[src/hw/rtl/f2sf_pkg.sv]
package f2sf_pkg;

  typedef enum logic {
    OP_ENCODE = 1'b0,
    OP_DECODE = 1'b1
  } op_e;

  localparam logic [10:0] SF_MAN_MAX  = 11'h7FF;
  localparam logic [3:0]  SF_EXP_MAX  = 4'd15;
  localparam logic [7:0]  BEXP_SAT    = 8'd138;
  localparam logic [7:0]  BEXP_UNITY  = 8'd135;

  typedef struct packed {
    op_e         operation;
    logic [31:0] word_in;
  } req_t;

  typedef struct packed {
    logic [31:0] word_out;
  } rsp_t;

endpackage

[src/hw/rtl/f2sf_if.sv]
interface f2sf_req_if;
  import f2sf_pkg::*;
  logic valid;
  logic ready;
  req_t data;
  modport source (output valid, output data, input ready);
  modport sink (input valid, input data, output ready);
endinterface

interface f2sf_rsp_if;
  import f2sf_pkg::*;
  logic valid;
  logic ready;
  rsp_t data;
  modport source (output valid, output data, input ready);
  modport sink (input valid, input data, output ready);
endinterface

[src/hw/rtl/float32_to_short_float_codec.sv]
// channel | dir | payload
// in_if   | in  | operation, word_in
// out_if  | out | word_out
// One item per cycle if not stalled; result is valid the next cycle.
// Path: input port -> converter -> result register.
// Reset clears the valid flag; payload is not reset.
// A stalled result holds; input is taken while the result slot is free
// or being drained in the same cycle.
module float32_to_short_float_codec
  import f2sf_pkg::*;
(
  input logic         clk_i,
  input logic         rst_ni,
  f2sf_req_if.sink    in_if,
  f2sf_rsp_if.source  out_if
);

  logic valid_q;
  rsp_t data_q;
  rsp_t data_d;

  assign in_if.ready  = !valid_q || out_if.ready;
  assign out_if.valid = valid_q;
  assign out_if.data  = data_q;

  f2sf_conv u_conv (
    .req_i (in_if.data),
    .rsp_o (data_d)
  );

  always_ff @(posedge clk_i or negedge rst_ni) begin
    if (!rst_ni) begin
      valid_q <= 1'b0;
    end else if (in_if.ready) begin
      valid_q <= in_if.valid;
    end
  end

  always_ff @(posedge clk_i) begin
    if (in_if.ready && in_if.valid) begin
      data_q <= data_d;
    end
  end

endmodule

[src/hw/rtl/f2sf_conv.sv]
module f2sf_conv
  import f2sf_pkg::*;
(
  input  req_t req_i,
  output rsp_t rsp_o
);

  logic        sign;
  logic [7:0]  bexp;
  logic [22:0] frac;
  logic [23:0] sig;
  logic [25:0] d;
  logic [25:0] dn;
  logic [3:0]  e;
  logic [15:0] enc;
  logic [10:0] man;
  logic [3:0]  p;
  logic [3:0]  se;
  logic [7:0]  obexp;
  logic [22:0] ofrac;
  logic [31:0] dec;
  logic [7:0]  sh;

  always_comb begin
    sign = req_i.word_in[31];
    bexp = req_i.word_in[30:23];
    frac = req_i.word_in[22:0];
    sig  = {1'b1, frac};
    sh   = BEXP_UNITY - bexp;
    d    = '0;
    if (bexp >= BEXP_UNITY) begin
      d = {2'b00, sig} << bexp[1:0] - BEXP_UNITY[1:0];
    end else if (bexp != 8'd0 && sh < 8'd26) begin
      d = {2'b00, sig} >> sh[4:0];
    end
    // smallest exponent: offset of the leading one above bit 10
    e = 4'd0;
    for (int i = 11; i < 26; i++) begin
      if (d[i]) e = 4'(i - 10);
    end
    dn = d >> e;
    if (bexp == 8'hFF && frac != '0) begin
      enc = '0;
    end else if (bexp == 8'd0 && frac == '0) begin
      enc = '0;
    end else if (bexp == 8'hFF || bexp >= BEXP_SAT) begin
      enc = {SF_EXP_MAX, sign, SF_MAN_MAX};
    end else begin
      enc = {e, sign, dn[10:0]};
    end

    man = req_i.word_in[10:0];
    se  = req_i.word_in[15:12];
    p   = 4'd0;
    for (int i = 0; i < 11; i++) begin
      if (man[i]) p = 4'(i);
    end
    obexp = 8'(p) + 8'(se) + 8'd112;
    ofrac = 23'({12'd0, man} << (5'd23 - 5'(p)));
    if (man == '0) begin
      dec = {req_i.word_in[11], 31'd0};
    end else begin
      dec = {req_i.word_in[11], obexp, ofrac};
    end

    rsp_o.word_out = (req_i.operation == OP_DECODE) ? dec : {16'd0, enc};
  end

endmodule

[src/flat_wrapper.sv]
// flat-port wrapper written by rule: the top's interface ports become plain ports
module float32_to_short_float_codec_flat import f2sf_pkg::*;
  (clk_i, rst_ni, in_if_valid, in_if_data, in_if_ready, out_if_valid, out_if_data, out_if_ready);
  f2sf_req_if in_if_i ();
  f2sf_rsp_if out_if_i ();
  input logic clk_i;
  input logic rst_ni;
  input wire logic [$bits(in_if_i.valid)-1:0] in_if_valid;
  input wire logic [$bits(in_if_i.data)-1:0] in_if_data;
  output wire logic [$bits(in_if_i.ready)-1:0] in_if_ready;
  output wire logic [$bits(out_if_i.valid)-1:0] out_if_valid;
  output wire logic [$bits(out_if_i.data)-1:0] out_if_data;
  input wire logic [$bits(out_if_i.ready)-1:0] out_if_ready;
  assign in_if_i.valid = in_if_valid;
  assign in_if_i.data = in_if_data;
  assign in_if_ready = in_if_i.ready;
  assign out_if_valid = out_if_i.valid;
  assign out_if_data = out_if_i.data;
  assign out_if_i.ready = out_if_ready;
  float32_to_short_float_codec u_core (.clk_i(clk_i), .rst_ni(rst_ni), .in_if(in_if_i), .out_if(out_if_i));
endmodule
[config.mk]
export PLATFORM = sky130hd
export DESIGN_NAME = float32_to_short_float_codec_flat
export DESIGN_NICKNAME = d
export VERILOG_FILES = /design/src/hw/rtl/f2sf_pkg.sv /design/src/hw/rtl/f2sf_if.sv /design/src/hw/rtl/float32_to_short_float_codec.sv /design/src/hw/rtl/f2sf_conv.sv /design/src/flat_wrapper.sv
export SDC_FILE = /design/constraint.sdc
export NUM_CORES = 1
export LEC_CHECK = 0
export BUFFER_PORTS_ARGS = -buffer_cell sky130_fd_sc_hd__buf_4
export CAP_MARGIN = 15
export CORE_MARGIN = 3
export CORE_UTILIZATION = 45
export DETAILED_ROUTE_END_ITERATION = 10
export PLACE_DENSITY_LB_ADDON = 0.3
export SETUP_SLACK_MARGIN = 0.15
export SLEW_MARGIN = 5
export SYNTH_ARGS = -nofsm -noshare
export SYNTH_HDL_FRONTEND = slang
export SYNTH_SLANG_ARGS = --single-unit
[constraint.sdc]
create_clock -name clk_i -period 1.58 [get_ports clk_i]
set_input_delay 0.158 -clock clk_i [delete_from_list [all_inputs] [get_ports clk_i]]
set_output_delay 0.158 -clock clk_i [all_outputs]
set_load 0.05 [all_outputs]
==> reports/metrics.cfg <==
[grt]
grt-busiest-layer=met2
grt_use_met2_pct=57.58
grt_pass1_wl_um=33380
overflow=0
antenna_found_initial=0
grt_use_total_pct=32.09
grt_max_degree=32
grt_pass1_vias=6451
grt_use_met3_pct=4.385
met1_usage_pct=37.64

[synth]
synth_compound_area_share_pct=25.23
synth_top_family_by_area=multiplexers
ys_seq_area_share_pct=18.66
syn-num-nets=670
ys_warn_count=0
syn_area_per_cell_um2=8.222
synthArstFlopShare_pct=3.125
synth_edf_count=31
ys_ff_latch=32
syn_area_um2=5122
synth.distinct_cells=81
yosysTopAreaCell=edfxtp_1
synth_cells=623
synth_top_area_share_pct=18.17
synth_fa_ha_area_share_pct=2.736
synthSimpleGateAreaFrac_pct=19.47
synth_flop_cell=edfxtp_1
netlist_top_cells_area=edfxtp_1 18%, mux2i_1 16%, mux4_2 6.2%, nor2_1 4.8%, mux2_2 4.8%
yosys.area_share.xor_xnor_pct=0.5129
synth_mux_area_share_pct=27.21

[power]
p_leak_nw=3.682
power_mw=6.331
power_density_nw_per_um2=719.7
peakVddDrop_mv=0.9771

[floorplan]
die_w_um=112.7
dieArea_um2=12700
start_util_pct=46.64
row_count=38
core_um2=10980
ios=71
die_height_um=112.7

[timing]
drv_slew=0
hold_ws_ns=0.08145
finalCriticalPeriod_ns=3.372
fin_skew_ns=0.003064
hold_viol_final=0
setup_slack_ns=-1.792
finalSetupViolations=29
tightest_slew_ns=0.7328
fmax_ghz=0.2966
period_share_pct=213.4
rsz0062_at_grt=yes
slew_headroom_pct=50.63
fin_tns_setup_ns=-30.81

[critical_path]
setup.worst_path.end_class=register
cp_max_fo=6
crit_path_start_kind=input port
worstPathRequired_ns=1.58
ff2ff_setup_slack_ns=0.34
critical_path_class=input port to register
arrival_ns=3.37

[place]
place_inst=975
placed_area_um2=7302
hpwl_um=15450
io_buffers=70
place_worst_setup_slack_ns=-2.235
gp_congestion=1.014

[cts]
numCtsBuffers=5
cts_tree=built
clockBufferDepth=2
root_buffer=clkbuf_16
clk_pin_slew_worst_paths_ns=0.05
clk_latency_ns=0.27
htree_levels=2
clock_sinks=32

[run_status]
violations=setup timing
status=finished with violations

[routing]
ant_nets=0
wl_um=23920
post_drt_via_cell_ratio=6.585
dr.pass1.iters=8
dr_total_vias=6796
route.detailed.drc=0
wl_per_cell_um=23.18
drt_iter0_drc=810

[min_path]
worst_hold_path_type=input port to register

[cells_and_area]
final_layout_size_suffix_gt1_share_pct=55.94
nets=938
finalInstanceArea_um2=8797
area.growth.synth_to_final_pct=71.74
stdcell_count=1032
diodes=0
finish.utilization_pct=80.10

[job]
max-cap-violations=0

kinds of logic after synthesis:
group | count (synthesis)
buffers and inverters | 69
AO/OA/AOI/OAI | 186
AND/OR/NAND/NOR | 204
XOR/XNOR | 3
adder cells (fa/ha/maj) | 10
flip-flops | 32
multiplexers | 119
worst paths after layout:
path	from	end	depth (start not counted)
min in group asynchronous	rst_ni	u_core.out_if.valid	2
setup reg to reg	u_core.out_if.valid	u_core.out_if.data[7]	2
setup / recovery	in_if_data[26]	u_core.out_if.data[6]	14
hold reg to reg	u_core.out_if.valid	u_core.out_if.valid	2
max in group asynchronous	rst_ni	u_core.out_if.valid	2
hold / removal	in_if_valid	u_core.out_if.valid	2
final cells by class:
cell class                 count  area, um2
clock buffer                   7      152.6
clock inverter                 1      30.03
fill                         652       2186
inverter                      12      58.81
multi-input combinational    522       4731
sequential                    32      957.2
tap                          140      175.2
timing repair buffer         318       2693
layer usage:
metal | vias up | share of wire (%)
li1 | 2930 | -
met5 | - | 0
met4 | 0 | 8.3
met1 | 3179 | 35
met2 | 508 | 48
met3 | 179 | 9.0
sequential cells by signal, summed over array words and instances, names as in the netlist:
register             flops
u_core.out_if.data      31
u_core.out_if.valid      1
cells in the mapped netlist (4+ instances only):
library cell and count:
a211oi_1 8, a21o_1 4, a21oi_1 40, a221oi_1 6
a22oi_1 5, a31oi_1 6, and2_1 7, and3_1 6
buf_1 9, buf_2 6, buf_6 4, clkbuf_1 36
edfxtp_1 31, ha_1 8, inv_1 8, mux2_2 22
mux2i_1 83, mux4_2 14, nand2_1 49, nand2b_1 8
nand3_1 14, nand4_1 5, nor2_1 66, nor2b_1 9
nor3_1 9, nor4_1 6, o211ai_1 16, o21a_1 8
o21ai_0 31, o221ai_1 4, o22ai_1 15, o31ai_1 5
worst max-delay path: stages:
cell	delay, ns
buf_6	0.09
or4_4	0.57
o32a_4	0.42
or3_4	0.37
o22ai_4	0.16
a21oi_1	0.06
o211ai_1	0.30
o22ai_4	0.15
buf_12	0.16
buf_16	0.14
mux2i_1	0.35
mux2i_1	0.18
o21ai_1	0.12
o221ai_1	0.13
repair_timing:
action                                  CTS  global route
gates cloned                              2             2
hold endpoints to repair                  1             0
hold buffers                              1             0
resized for setup                       112            75
buffers inserted                         23            21
endpoints found under the setup margin   30            30
pin swaps                                42            29
layout by cell type (no fill, tap or decap), types with 5 or more instances in the layout:
cell type / instances
edfxtp_1: 31
nor2b_1: 7
mux2_2: 20
buf_6: 48
mux2i_2: 16
nor3_1: 7
nor2_4: 6
inv_1: 6
nor2_1: 58
o21ai_0: 20
mux4_2: 14
buf_4: 260
nand2_1: 46
a21oi_1: 30
o21ai_2: 6
o211ai_1: 16
nand3_1: 11
and2_1: 5
o22ai_1: 13
clkbuf_16: 6
mux2i_1: 54
o21ai_1: 7
a21oi_2: 8
nand4_1: 5
a31oi_1: 5
mux2i_4: 13
o21a_1: 7
nand2b_1: 7
power by group:
part / total (mW) / switching, mW / internal [mW]
sequential: 1.05 / 0.0225 / 1.03
clock: 1.17 / 0.342 / 0.829
combinational: 4.11 / 2.18 / 1.93
No activity file was read; power rests on OpenSTA's default activity.
